### src/sv/tqpr_pkg.sv
`timescale 1ns / 1ps
`default_nettype none
// ----------------------------------------------------------------------------
// tqpr_pkg
// Shared constants, codes and controller/datapath types of the 2Q page pool.
// ----------------------------------------------------------------------------
package tqpr_pkg;

  localparam int FRAMES    = 16;
  localparam int FRAME_W   = $clog2(FRAMES);
  localparam int CNT_W     = FRAME_W + 1;
  localparam int PAGE_BITS = 16;
  localparam int PIN_BITS  = 8;
  localparam int LIMIT_W   = 5;
  localparam int STATUS_W  = 3;
  localparam int MODE_W    = 1;

  localparam logic [LIMIT_W-1:0] LIMIT_RESET = LIMIT_W'(16);
  localparam logic [PIN_BITS-1:0] PIN_MAX    = {PIN_BITS{1'b1}};
  localparam logic MODE_UNFIX                = 1'b1;

  typedef enum logic [STATUS_W-1:0] {
    ST_HIT          = 3'd0,
    ST_LOADED       = 3'd1,
    ST_EVICTED      = 3'd2,
    ST_FULL         = 3'd3,
    ST_UNFIXED      = 3'd4,
    ST_NOT_RESIDENT = 3'd5
  } status_t;

  typedef enum logic [2:0] {
    S_IDLE,
    S_LOOKUP,
    S_DECIDE,
    S_SCAN_FIFO,
    S_SCAN_LRU,
    S_COMMIT
  } state_t;

  typedef struct packed {
    logic capture;
    logic clr_idx;
    logic inc_idx;
    logic look;
    logic scan_lru;
    logic take_fifo;
    logic take_lru;
    logic commit;
  } cmd_t;

  typedef struct packed {
    logic last_frame;
    logic fifo_end;
    logic lru_end;
    logic unpinned;
    logic done_now;
    logic out_free;
  } sts_t;

endpackage
`default_nettype wire

### src/sv/tqpr_if.sv
`timescale 1ns / 1ps
`default_nettype none
// ----------------------------------------------------------------------------
// tqpr_req_if / tqpr_rsp_if
// Valid/ready channels for requests and results of the 2Q page pool.
// ----------------------------------------------------------------------------
interface tqpr_req_if;
  import tqpr_pkg::*;
  logic                 valid;
  logic                 ready;
  logic [MODE_W-1:0]    mode;
  logic [PAGE_BITS-1:0] page_number;
  logic                 mark_dirty;
  modport source (output valid, mode, page_number, mark_dirty, input ready);
  modport sink   (input valid, mode, page_number, mark_dirty, output ready);
endinterface

interface tqpr_rsp_if;
  import tqpr_pkg::*;
  logic                 valid;
  logic                 ready;
  logic [STATUS_W-1:0]  status;
  logic [FRAME_W-1:0]   frame_index;
  logic [PAGE_BITS-1:0] evicted_page;
  logic                 flush_needed;
  logic [PIN_BITS-1:0]  pins_now;
  modport source (output valid, status, frame_index, evicted_page, flush_needed, pins_now,
                  input ready);
  modport sink   (input valid, status, frame_index, evicted_page, flush_needed, pins_now,
                  output ready);
endinterface
`default_nettype wire

### src/sv/tqpr_ctrl.sv
`timescale 1ns / 1ps
`default_nettype none
// ----------------------------------------------------------------------------
// tqpr_ctrl
// Sequencer: lookup pass, eviction scans over both queues, commit.
// ----------------------------------------------------------------------------
module tqpr_ctrl (
  input  logic           clk,
  input  logic           rst,
  input  logic           in_valid,
  output logic           in_ready,
  input  tqpr_pkg::sts_t sts,
  output tqpr_pkg::cmd_t cmd
);
  import tqpr_pkg::*;

  state_t state, state_next;

  always_ff @(posedge clk) begin
    if (rst) begin
      state <= S_IDLE;
    end else begin
      state <= state_next;
    end
  end

  always_comb begin
    state_next = state;
    cmd        = '0;
    in_ready   = 1'b0;
    case (state)
      S_IDLE: begin
        in_ready = 1'b1;
        if (in_valid) begin
          cmd.capture = 1'b1;
          state_next  = S_LOOKUP;
        end
      end
      S_LOOKUP: begin
        cmd.look = 1'b1;
        if (sts.last_frame) begin
          cmd.clr_idx = 1'b1;
          state_next  = S_DECIDE;
        end else begin
          cmd.inc_idx = 1'b1;
        end
      end
      S_DECIDE: begin
        if (sts.done_now) begin
          state_next = S_COMMIT;
        end else begin
          cmd.clr_idx = 1'b1;
          state_next  = S_SCAN_FIFO;
        end
      end
      S_SCAN_FIFO: begin
        if (sts.fifo_end) begin
          cmd.clr_idx = 1'b1;
          state_next  = S_SCAN_LRU;
        end else if (sts.unpinned) begin
          cmd.take_fifo = 1'b1;
          state_next    = S_COMMIT;
        end else begin
          cmd.inc_idx = 1'b1;
        end
      end
      S_SCAN_LRU: begin
        cmd.scan_lru = 1'b1;
        if (sts.lru_end) begin
          state_next = S_COMMIT;
        end else if (sts.unpinned) begin
          cmd.take_lru = 1'b1;
          state_next   = S_COMMIT;
        end else begin
          cmd.inc_idx = 1'b1;
        end
      end
      S_COMMIT: begin
        if (sts.out_free) begin
          cmd.commit = 1'b1;
          state_next = S_IDLE;
        end
      end
      default: begin
        state_next = S_IDLE;
      end
    endcase
  end

endmodule
`default_nettype wire

### src/sv/tqpr_datapath.sv
`timescale 1ns / 1ps
`default_nettype none
// ----------------------------------------------------------------------------
// tqpr_datapath
// Frame table, FIFO and LRU queues, scan registers and result register.
// ----------------------------------------------------------------------------
module tqpr_datapath (
  input  logic                           clk,
  input  logic                           rst,
  input  tqpr_pkg::cmd_t                 cmd,
  output tqpr_pkg::sts_t                 sts,
  input  logic [tqpr_pkg::MODE_W-1:0]    in_mode,
  input  logic [tqpr_pkg::PAGE_BITS-1:0] in_page,
  input  logic                           in_dirty,
  input  logic                           cfg_wr_en,
  input  logic [tqpr_pkg::LIMIT_W-1:0]   cfg_wr_data,
  input  logic                           out_ready,
  output logic                           out_valid,
  output logic [tqpr_pkg::STATUS_W-1:0]  out_status,
  output logic [tqpr_pkg::FRAME_W-1:0]   out_frame,
  output logic [tqpr_pkg::PAGE_BITS-1:0] out_evp,
  output logic                           out_flush,
  output logic [tqpr_pkg::PIN_BITS-1:0]  out_pins
);
  import tqpr_pkg::*;

  logic                 req_mode;
  logic [PAGE_BITS-1:0] req_page;
  logic                 req_dirty;
  logic [CNT_W-1:0]     idx;
  logic                 hit;
  logic [FRAME_W-1:0]   hit_frame;
  logic [PIN_BITS-1:0]  hit_pins;
  logic                 free_ok;
  logic [FRAME_W-1:0]   free_frame;
  logic                 ev_ok;
  logic                 ev_lru;
  logic [FRAME_W-1:0]   ev_frame;
  logic [FRAME_W-1:0]   ev_pos;
  logic [PAGE_BITS-1:0] ev_page;
  logic                 ev_dirty;
  logic [LIMIT_W-1:0]   limit_reg;

  logic [PAGE_BITS-1:0] frame_page [FRAMES];
  logic [FRAMES-1:0]    frame_valid;
  logic [FRAMES-1:0]    frame_dirty;
  logic [PIN_BITS-1:0]  frame_pins [FRAMES];
  logic [FRAME_W-1:0]   fifo_q [FRAMES];
  logic [FRAME_W-1:0]   lru_q [FRAMES];
  logic [CNT_W-1:0]     fifo_len;
  logic [CNT_W-1:0]     lru_len;

  logic [FRAME_W-1:0]   rd_addr;
  logic [PIN_BITS-1:0]  pins_rd;
  logic [PAGE_BITS-1:0] page_rd;
  logic                 valid_rd;
  logic                 dirty_rd;
  logic                 match_now;
  logic [CNT_W-1:0]     total;
  logic [CNT_W-1:0]     lim;
  logic                 need_evict;
  logic                 is_fix;
  logic                 load_ok;
  logic [FRAME_W-1:0]   slot;
  logic [PIN_BITS-1:0]  pins_inc;
  logic [PIN_BITS-1:0]  pins_dec;
  logic [FRAMES-1:0]    mf, ml, rm_f, rm_l;
  logic                 f_dec, l_dec;
  logic [CNT_W-1:0]     fifo_len_rm, lru_len_rm;
  logic [FRAME_W-1:0]   fifo_next [FRAMES];
  logic [FRAME_W-1:0]   lru_next [FRAMES];
  logic [CNT_W-1:0]     fifo_len_next, lru_len_next;
  status_t              res_status;
  logic [FRAME_W-1:0]   res_frame;
  logic [PIN_BITS-1:0]  res_pins;

  assign rd_addr = cmd.look     ? idx[FRAME_W-1:0] :
                   cmd.scan_lru ? lru_q[idx[FRAME_W-1:0]] : fifo_q[idx[FRAME_W-1:0]];
  assign pins_rd   = frame_pins[rd_addr];
  assign page_rd   = frame_page[rd_addr];
  assign valid_rd  = frame_valid[rd_addr];
  assign dirty_rd  = frame_dirty[rd_addr];
  assign match_now = valid_rd && (page_rd == req_page);

  assign total = fifo_len + lru_len;
  assign lim   = (limit_reg == '0) ? CNT_W'(1) :
                 (int'(limit_reg) > FRAMES) ? CNT_W'(FRAMES) : CNT_W'(limit_reg);
  assign need_evict = (total >= lim);
  assign is_fix     = (req_mode != MODE_UNFIX);

  assign sts.last_frame = (idx[FRAME_W-1:0] == FRAME_W'(FRAMES - 1));
  assign sts.fifo_end   = (idx >= fifo_len);
  assign sts.lru_end    = (idx >= lru_len);
  assign sts.unpinned   = (pins_rd == '0);
  assign sts.done_now   = !is_fix || hit || !need_evict;
  assign sts.out_free   = !out_valid || out_ready;

  assign pins_inc = (hit_pins == PIN_MAX) ? hit_pins : hit_pins + PIN_BITS'(1);
  assign pins_dec = (hit_pins == '0) ? hit_pins : hit_pins - PIN_BITS'(1);
  assign load_ok  = is_fix && !hit && (ev_ok || !need_evict);
  assign slot     = !ev_ok ? free_frame :
                    (free_ok && (free_frame < ev_frame)) ? free_frame : ev_frame;

  always_comb begin
    for (int i = 0; i < FRAMES; i++) begin
      mf[i] = (CNT_W'(i) < fifo_len) && (fifo_q[i] == hit_frame);
      ml[i] = (CNT_W'(i) < lru_len) && (lru_q[i] == hit_frame);
    end
    for (int i = 0; i < FRAMES; i++) begin
      if (hit) begin
        rm_f[i] = (i == 0) ? mf[i] : (mf[i] || rm_f[i-1]);
        rm_l[i] = (i == 0) ? ml[i] : (ml[i] || rm_l[i-1]);
      end else begin
        rm_f[i] = ev_ok && !ev_lru && (FRAME_W'(i) >= ev_pos);
        rm_l[i] = ev_ok && ev_lru && (FRAME_W'(i) >= ev_pos);
      end
    end
    f_dec = hit ? (|mf) : (ev_ok && !ev_lru);
    l_dec = hit ? (|ml) : (ev_ok && ev_lru);
    fifo_len_rm = fifo_len - CNT_W'(f_dec);
    lru_len_rm  = lru_len - CNT_W'(l_dec);
    for (int i = 0; i < FRAMES; i++) begin
      fifo_next[i] = fifo_q[i];
      lru_next[i]  = lru_q[i];
      if (i < FRAMES - 1) begin
        if (rm_f[i]) begin
          fifo_next[i] = fifo_q[i+1];
        end
        if (rm_l[i]) begin
          lru_next[i] = lru_q[i+1];
        end
      end
    end
    fifo_len_next = fifo_len_rm;
    lru_len_next  = lru_len_rm;
    if (hit) begin
      lru_next[lru_len_rm[FRAME_W-1:0]] = hit_frame;
      lru_len_next = lru_len_rm + CNT_W'(1);
    end else if (load_ok) begin
      fifo_next[fifo_len_rm[FRAME_W-1:0]] = slot;
      fifo_len_next = fifo_len_rm + CNT_W'(1);
    end
  end

  always_comb begin
    res_status = ST_FULL;
    res_frame  = '0;
    res_pins   = '0;
    if (!is_fix) begin
      res_status = hit ? ST_UNFIXED : ST_NOT_RESIDENT;
      if (hit) begin
        res_frame = hit_frame;
        res_pins  = pins_dec;
      end
    end else if (hit) begin
      res_status = ST_HIT;
      res_frame  = hit_frame;
      res_pins   = pins_inc;
    end else if (load_ok) begin
      res_status = ev_ok ? ST_EVICTED : ST_LOADED;
      res_frame  = slot;
      res_pins   = PIN_BITS'(1);
    end
  end

  always_ff @(posedge clk) begin
    if (rst) begin
      idx         <= '0;
      hit         <= 1'b0;
      free_ok     <= 1'b0;
      ev_ok       <= 1'b0;
      limit_reg   <= LIMIT_RESET;
      frame_valid <= '0;
      frame_dirty <= '0;
      fifo_len    <= '0;
      lru_len     <= '0;
      out_valid   <= 1'b0;
      for (int i = 0; i < FRAMES; i++) begin
        frame_pins[i] <= '0;
      end
    end else begin
      if (cfg_wr_en) begin
        limit_reg <= cfg_wr_data;
      end
      if (cmd.commit) begin
        out_valid <= 1'b1;
      end else if (out_valid && out_ready) begin
        out_valid <= 1'b0;
      end
      if (cmd.capture) begin
        idx     <= '0;
        hit     <= 1'b0;
        free_ok <= 1'b0;
        ev_ok   <= 1'b0;
      end
      if (cmd.clr_idx) begin
        idx <= '0;
      end
      if (cmd.inc_idx) begin
        idx <= idx + CNT_W'(1);
      end
      if (cmd.look) begin
        if (match_now) begin
          hit <= 1'b1;
        end
        if (!valid_rd && !free_ok) begin
          free_ok <= 1'b1;
        end
      end
      if (cmd.take_fifo || cmd.take_lru) begin
        ev_ok <= 1'b1;
      end
      if (cmd.commit) begin
        if (is_fix) begin
          fifo_len <= fifo_len_next;
          lru_len  <= lru_len_next;
        end
        if (!is_fix && hit) begin
          frame_pins[hit_frame] <= pins_dec;
          if (req_dirty) begin
            frame_dirty[hit_frame] <= 1'b1;
          end
        end else if (is_fix && hit) begin
          frame_pins[hit_frame] <= pins_inc;
        end else if (load_ok) begin
          if (ev_ok && (slot != ev_frame)) begin
            frame_valid[ev_frame] <= 1'b0;
            frame_dirty[ev_frame] <= 1'b0;
          end
          frame_valid[slot] <= 1'b1;
          frame_dirty[slot] <= 1'b0;
          frame_pins[slot]  <= PIN_BITS'(1);
        end
      end
    end
  end

  always_ff @(posedge clk) begin
    if (cmd.capture) begin
      req_mode  <= in_mode[0];
      req_page  <= in_page;
      req_dirty <= in_dirty;
    end
    if (cmd.look) begin
      if (match_now) begin
        hit_frame <= rd_addr;
        hit_pins  <= pins_rd;
      end
      if (!valid_rd && !free_ok) begin
        free_frame <= rd_addr;
      end
    end
    if (cmd.take_fifo || cmd.take_lru) begin
      ev_lru   <= cmd.take_lru;
      ev_frame <= rd_addr;
      ev_pos   <= idx[FRAME_W-1:0];
      ev_page  <= page_rd;
      ev_dirty <= dirty_rd;
    end
    if (cmd.commit) begin
      if (is_fix) begin
        for (int i = 0; i < FRAMES; i++) begin
          fifo_q[i] <= fifo_next[i];
          lru_q[i]  <= lru_next[i];
        end
      end
      if (load_ok) begin
        frame_page[slot] <= req_page;
      end
      out_status <= res_status;
      out_frame  <= res_frame;
      out_pins   <= res_pins;
      out_evp    <= (load_ok && ev_ok) ? ev_page : '0;
      out_flush  <= load_ok && ev_ok && ev_dirty;
    end
  end

endmodule
`default_nettype wire

### src/sv/two_queue_page_replacement_core.sv
`timescale 1ns / 1ps
`default_nettype none
// ----------------------------------------------------------------------------
// two_queue_page_replacement_core
// Page buffer pool with 2Q replacement: fix/unfix requests, one result each.
//
//   Channel  Dir  Handshake    Payload
//   req      in   valid/ready  mode, page_number, mark_dirty
//   rsp      out  valid/ready  status, frame_index, evicted_page, flush_needed,
//                              pins_now
//   cfg      in   cfg_wr_en    cfg_wr_data (frames_in_use)
//
// One request at a time. Hit, unfix or free load: a lookup pass over every frame
// of the frame table, then the result. A miss on a full pool also scans the FIFO
// queue for an unpinned page and, if none is found there, the LRU queue.
// Synchronous reset empties the pool; the result register holds under stall
// and the next request is accepted while a result waits.
// ----------------------------------------------------------------------------
module two_queue_page_replacement_core (
  input  logic                         clk,
  input  logic                         rst,
  tqpr_req_if.sink                     req,
  tqpr_rsp_if.source                   rsp,
  input  logic                         cfg_wr_en,
  input  logic [tqpr_pkg::LIMIT_W-1:0] cfg_wr_data
);
  import tqpr_pkg::*;

  cmd_t cmd;
  sts_t sts;

  tqpr_ctrl u_ctrl (
    .clk      (clk),
    .rst      (rst),
    .in_valid (req.valid),
    .in_ready (req.ready),
    .sts      (sts),
    .cmd      (cmd)
  );

  tqpr_datapath u_dp (
    .clk         (clk),
    .rst         (rst),
    .cmd         (cmd),
    .sts         (sts),
    .in_mode     (req.mode),
    .in_page     (req.page_number),
    .in_dirty    (req.mark_dirty),
    .cfg_wr_en   (cfg_wr_en),
    .cfg_wr_data (cfg_wr_data),
    .out_ready   (rsp.ready),
    .out_valid   (rsp.valid),
    .out_status  (rsp.status),
    .out_frame   (rsp.frame_index),
    .out_evp     (rsp.evicted_page),
    .out_flush   (rsp.flush_needed),
    .out_pins    (rsp.pins_now)
  );

`ifndef SYNTHESIS
  a_one_at_a_time: assert property (@(posedge clk) disable iff (rst)
    req.valid && req.ready |=> !req.ready)
    else $error("request accepted while busy");

  a_no_evict_fields: assert property (@(posedge clk) disable iff (rst)
    rsp.valid && (rsp.status != ST_EVICTED) |-> (rsp.evicted_page == '0) && !rsp.flush_needed)
    else $error("eviction fields set without eviction");

  a_full_fields: assert property (@(posedge clk) disable iff (rst)
    rsp.valid && ((rsp.status == ST_FULL) || (rsp.status == ST_NOT_RESIDENT))
    |-> (rsp.frame_index == '0) && (rsp.pins_now == '0))
    else $error("frame or pins set on full or non-resident result");

  a_fix_pinned: assert property (@(posedge clk) disable iff (rst)
    rsp.valid && ((rsp.status == ST_HIT) || (rsp.status == ST_LOADED) ||
                  (rsp.status == ST_EVICTED)) |-> (rsp.pins_now != '0))
    else $error("fixed page reports zero pins");
`endif

endmodule
`default_nettype wire
### src/flat_wrapper.sv
// flat-port wrapper written by rule: the top's interface ports become plain ports
module two_queue_page_replacement_core_flat import tqpr_pkg::*;
  (clk, rst, cfg_wr_en, cfg_wr_data, req_valid, req_mode, req_page_number, req_mark_dirty, req_ready, rsp_valid, rsp_status, rsp_frame_index, rsp_evicted_page, rsp_flush_needed, rsp_pins_now, rsp_ready);
  tqpr_req_if req_i ();
  tqpr_rsp_if rsp_i ();
  input  logic clk;
  input  logic rst;
  input  logic cfg_wr_en;
  input  logic [tqpr_pkg::LIMIT_W-1:0] cfg_wr_data;
  input wire logic [$bits(req_i.valid)-1:0] req_valid;
  input wire logic [$bits(req_i.mode)-1:0] req_mode;
  input wire logic [$bits(req_i.page_number)-1:0] req_page_number;
  input wire logic [$bits(req_i.mark_dirty)-1:0] req_mark_dirty;
  output wire logic [$bits(req_i.ready)-1:0] req_ready;
  output wire logic [$bits(rsp_i.valid)-1:0] rsp_valid;
  output wire logic [$bits(rsp_i.status)-1:0] rsp_status;
  output wire logic [$bits(rsp_i.frame_index)-1:0] rsp_frame_index;
  output wire logic [$bits(rsp_i.evicted_page)-1:0] rsp_evicted_page;
  output wire logic [$bits(rsp_i.flush_needed)-1:0] rsp_flush_needed;
  output wire logic [$bits(rsp_i.pins_now)-1:0] rsp_pins_now;
  input wire logic [$bits(rsp_i.ready)-1:0] rsp_ready;
  assign req_i.valid = req_valid;
  assign req_i.mode = req_mode;
  assign req_i.page_number = req_page_number;
  assign req_i.mark_dirty = req_mark_dirty;
  assign req_ready = req_i.ready;
  assign rsp_valid = rsp_i.valid;
  assign rsp_status = rsp_i.status;
  assign rsp_frame_index = rsp_i.frame_index;
  assign rsp_evicted_page = rsp_i.evicted_page;
  assign rsp_flush_needed = rsp_i.flush_needed;
  assign rsp_pins_now = rsp_i.pins_now;
  assign rsp_i.ready = rsp_ready;
  two_queue_page_replacement_core u_core (.clk(clk), .rst(rst), .req(req_i), .rsp(rsp_i), .cfg_wr_en(cfg_wr_en), .cfg_wr_data(cfg_wr_data));
endmodule
### config.mk
export PLATFORM = sky130hd
export DESIGN_NAME = two_queue_page_replacement_core_flat
export DESIGN_NICKNAME = d
export VERILOG_FILES = /design/src/sv/tqpr_pkg.sv /design/src/sv/tqpr_if.sv /design/src/sv/tqpr_ctrl.sv /design/src/sv/tqpr_datapath.sv /design/src/sv/two_queue_page_replacement_core.sv /design/src/flat_wrapper.sv
export SDC_FILE = /design/constraint.sdc
export NUM_CORES = 1
export LEC_CHECK = 0
export ABC_AREA = 1
export BUFFER_PORTS_ARGS = -buffer_cell sky130_fd_sc_hd__buf_2
export CAP_MARGIN = 20
export CORE_MARGIN = 2
export CORE_UTILIZATION = 52
export CTS_CLUSTER_DIAMETER = 50
export DETAILED_ROUTE_END_ITERATION = 8
export HOLD_SLACK_MARGIN = 0.1
export PLACE_DENSITY = 0.68
export REMOVE_ABC_BUFFERS = 1
export SYNTH_ARGS = -nofsm -noshare
export SYNTH_HDL_FRONTEND = slang
export SYNTH_SLANG_ARGS = --single-unit
### constraint.sdc
create_clock -name clk -period 15 [get_ports clk]
set_input_delay 0 -clock clk [delete_from_list [all_inputs] [get_ports clk]]
set_output_delay 0 -clock clk [all_outputs]
set_load 0.02 [all_outputs]
==> metrics.txt <==
fin crit share 46.48%; r2r startpoint u_core.u_dp.fifo_len[0]; io pins 62; sequential fraction of the synthesis area 56.74%; gr usage total 29.29%; number of global-route vias before repair 25950; Rel. slew slack 25.53%; fin. max-slew vios 0; fmax 143.4 MHz; Row Count 94; DRT iter0 DRCs 3411; nets 3732; chip width 260.4 um; Detailed Place HPWL 62710 um; Register-to-Register Path Depth 20; largest area contributor in the netlist edfxtp_1; status completed; clock sink count 667; setup TNS 0 ns; Design Area, Final 0.03841 mm^2; die area 0.06781 mm^2; Synth area leaders edfxtp_1 (53%), nor2_1 (6.5%), nand2_1 (6.2%); peak supply drop 0.1582 mV; CTS Buf Count 80; gpl congestion 0.9889; crit end category register; max reg flops 256; DRT antenna net count 0; Gate Count Post-Synth 3594; Worst path depth 20; vias 27510; hold wc startpoint req_mark_dirty; clk buf depth 3; Ys Warns 0; fillers 5636; worst r2r dst u_core.u_dp.frame_pins[15][4]; type of the worst setup path register to register; CP delay by family, top simple AND/OR/NAND/NOR gates; Avg Synthesized Cell Area 9.512 um^2; worst hold path endpoint u_core.u_dp.req_dirty; largest net degree at the start of global routing 154; root buf cell clkbuf_16; largest registers u_core.u_dp.frame_page x256, u_core.u_dp.frame_pins x128; Largest Register u_core.u_dp.frame_page; hold depth 2; Clock transition at path regs 0.06 ns; via/cell ratio 5.988; critical path's most frequent cell inv_1; EDFF count, synth 604; area post-placement 0.03509 mm^2; Post-synth ARST share 0%; IO Port Bufs 61; RSZ-0062 raised after global routing no; DR pass1 iterations 6; setup repair bufs after CTS 0; final critical-path required period 6.972 ns; Starting Density 52.28%; switching share of power 36.73%; Place WS 8.158 ns; slowest stage cell, crit path nor3_1; clk_lat worst skew 0.65 ns; Gate power share 31.5%; internal power 3.849 mW; Area Growth Syn to Fin 12.35%; PD cells 158.4 mW/mm^2; sw power 2.235 mW; Final Setup Violations 0; total gr overflow 0; Core Footprint 0.06539 mm^2; Setup crit start kind register; Synth cell types 60; Synth top area share 53.05%; CP bufs+invs 5; clock skew 0.02895 ns; Cell Chain, Critical Path ha_1, fa_1, ha_1, o21a_1, o21a_1, o21a_1, o21ai_0, nand2_1, o21ai_0, buf_4, inv_1, nor2_2, inv_1, nor2_2, inv_1, o21ai_1, inv_1, nor3_1, nand2_1, nand2_1; Worst EP required 15.30 ns; final worst slack 8.028 ns; CTS tree yes; Die H 260.4 um; WP data arrival 7.27 ns; Clock Power Share 31.7%; maxcap violations 0; post-synthesis instance area 0.03419 mm^2; Seq pwr share 36.8%; final hold vios 0; reg2reg setup slack 8.03 ns; CP peak stage delay 0.72 ns; Lkg Pwr 14.49 nW; final WL 100400 um; Post-synth top flop edfxtp_1; diodes inserted 0; initial antenna violation count 1; Crit Path Max Fanout 23; WL per Instance 21.85 um; H-tree Lvls 3; first-pass GRT wire length 151500 um; DRC violations left 0; Least-Margin Pin Slew 1.116 ns; #FFs+latches synth 667; Hold Crit Class primary input to register; share of layout cells above drive strength 1 8.311%
==> area by class of cell <==
cell class                 instances  area, um^2  area share (%)
clock inverter                    56       638.1           1.661
sequential                       667       19400           50.51
clock buffer                      91        2043           5.320
inverter                         323        1222           3.183
multi-input combinational       2431       12730           33.14
tap                              864        1081           2.815
timing repair buffer             162        1296           3.375
==> placed cells by master, fill, tap and decap left out, drive strengths merged, types with 64 or more instances in the layout <==
cell    Yosys  routed
nand2     571     571
o22ai      73      73
inv       315     322
nand3     113     113
clkbuf     67      91
buf       106     109
o21ai     401     401
a21oi     155     155
nor2      597     597
o221ai     64      64
edfxtp    604     604
==> kinds of logic (layout without fill, tap and decap cells) <==
kind of cell	after synthesis	in the layout	share of synthesized area, %
AO/OA/AOI/OAI	884	884	15.58
XOR/XNOR	71	71	1.819
adder cells (fa/ha/maj)	39	39	1.449
buffers and inverters	496	632	6.222
flip-flops	667	667	56.74
multiplexers	61	61	1.808
AND/OR/NAND/NOR	1376	1376	16.38
==> power groups by stage <==
stage | clock network [mW] | logic (mW) | registers [mW]
floorplan | 0 | 1.30 | 2.27
global placement | 0 | 1.84 | 2.27
detailed placement | 0 | 1.85 | 2.28
CTS | 1.95 | 1.87 | 2.24
global route | 2.02 | 2.08 | 2.25
finish | 1.93 | 1.91 | 2.24
==> worst max-delay path by stage <==
stage | to | startpoint
final | u_core.u_dp.frame_pins[15][4] | u_core.u_dp.fifo_len[0]
after floorplan | u_core.u_dp.frame_pins[11][0] | u_core.u_ctrl.state[2]
after detailed placement | u_core.u_dp.frame_pins[15][4] | u_core.u_dp.fifo_len[0]
after CTS | u_core.u_dp.frame_pins[15][4] | u_core.u_dp.lru_len[0]
after global routing | u_core.u_dp.frame_pins[15][4] | u_core.u_dp.lru_len[0]
after global placement | u_core.u_dp.frame_pins[15][2] | u_core.u_dp.lru_len[0]
==> per-layer routing <==
layer	up-vias	global-route usage [%]	share of wire, %	routed length [um]
met5	-	0	0.013	13
met4	2	12.43	4.3	4301
met3	275	5.750	9.5	9521
met2	1410	45.46	45	44890
met1	13000	40.33	41	41630
li1	12830	-	-	-
==> what timing repair did <==
item,in CTS,in global routing
hold buffers,53,0
hold endpoints to repair,71,0
resized for setup,0,0
==> cells in the mapped netlist, drive strengths merged (27+ instances only) <==
library cell and count:
a211oi 27, a21oi 155, buf 106, clkbuf 67, dfxtp 63, edfxtp 604, ha 38, inv 315
mux2i 55, nand2 571, nand3 113, nor2 597, nor3 41, o211ai 62, o21ai 401, o221ai 64
o22ai 73, xor2 45
==> through the flow <==
step	power (mW)	hold WS [ns]	cells	util [%]
floorplan	3.570	0.06907	3421	-
global placement	4.112	0.1766	4389	53.63
detailed placement	4.127	0.1781	4390	53.66
CTS	6.065	0.1090	4590	58.57
global route	6.350	0.1250	4594	58.74
finish	6.084	0.1352	4594	58.74
No activity file was read; power rests on OpenSTA's default activity.
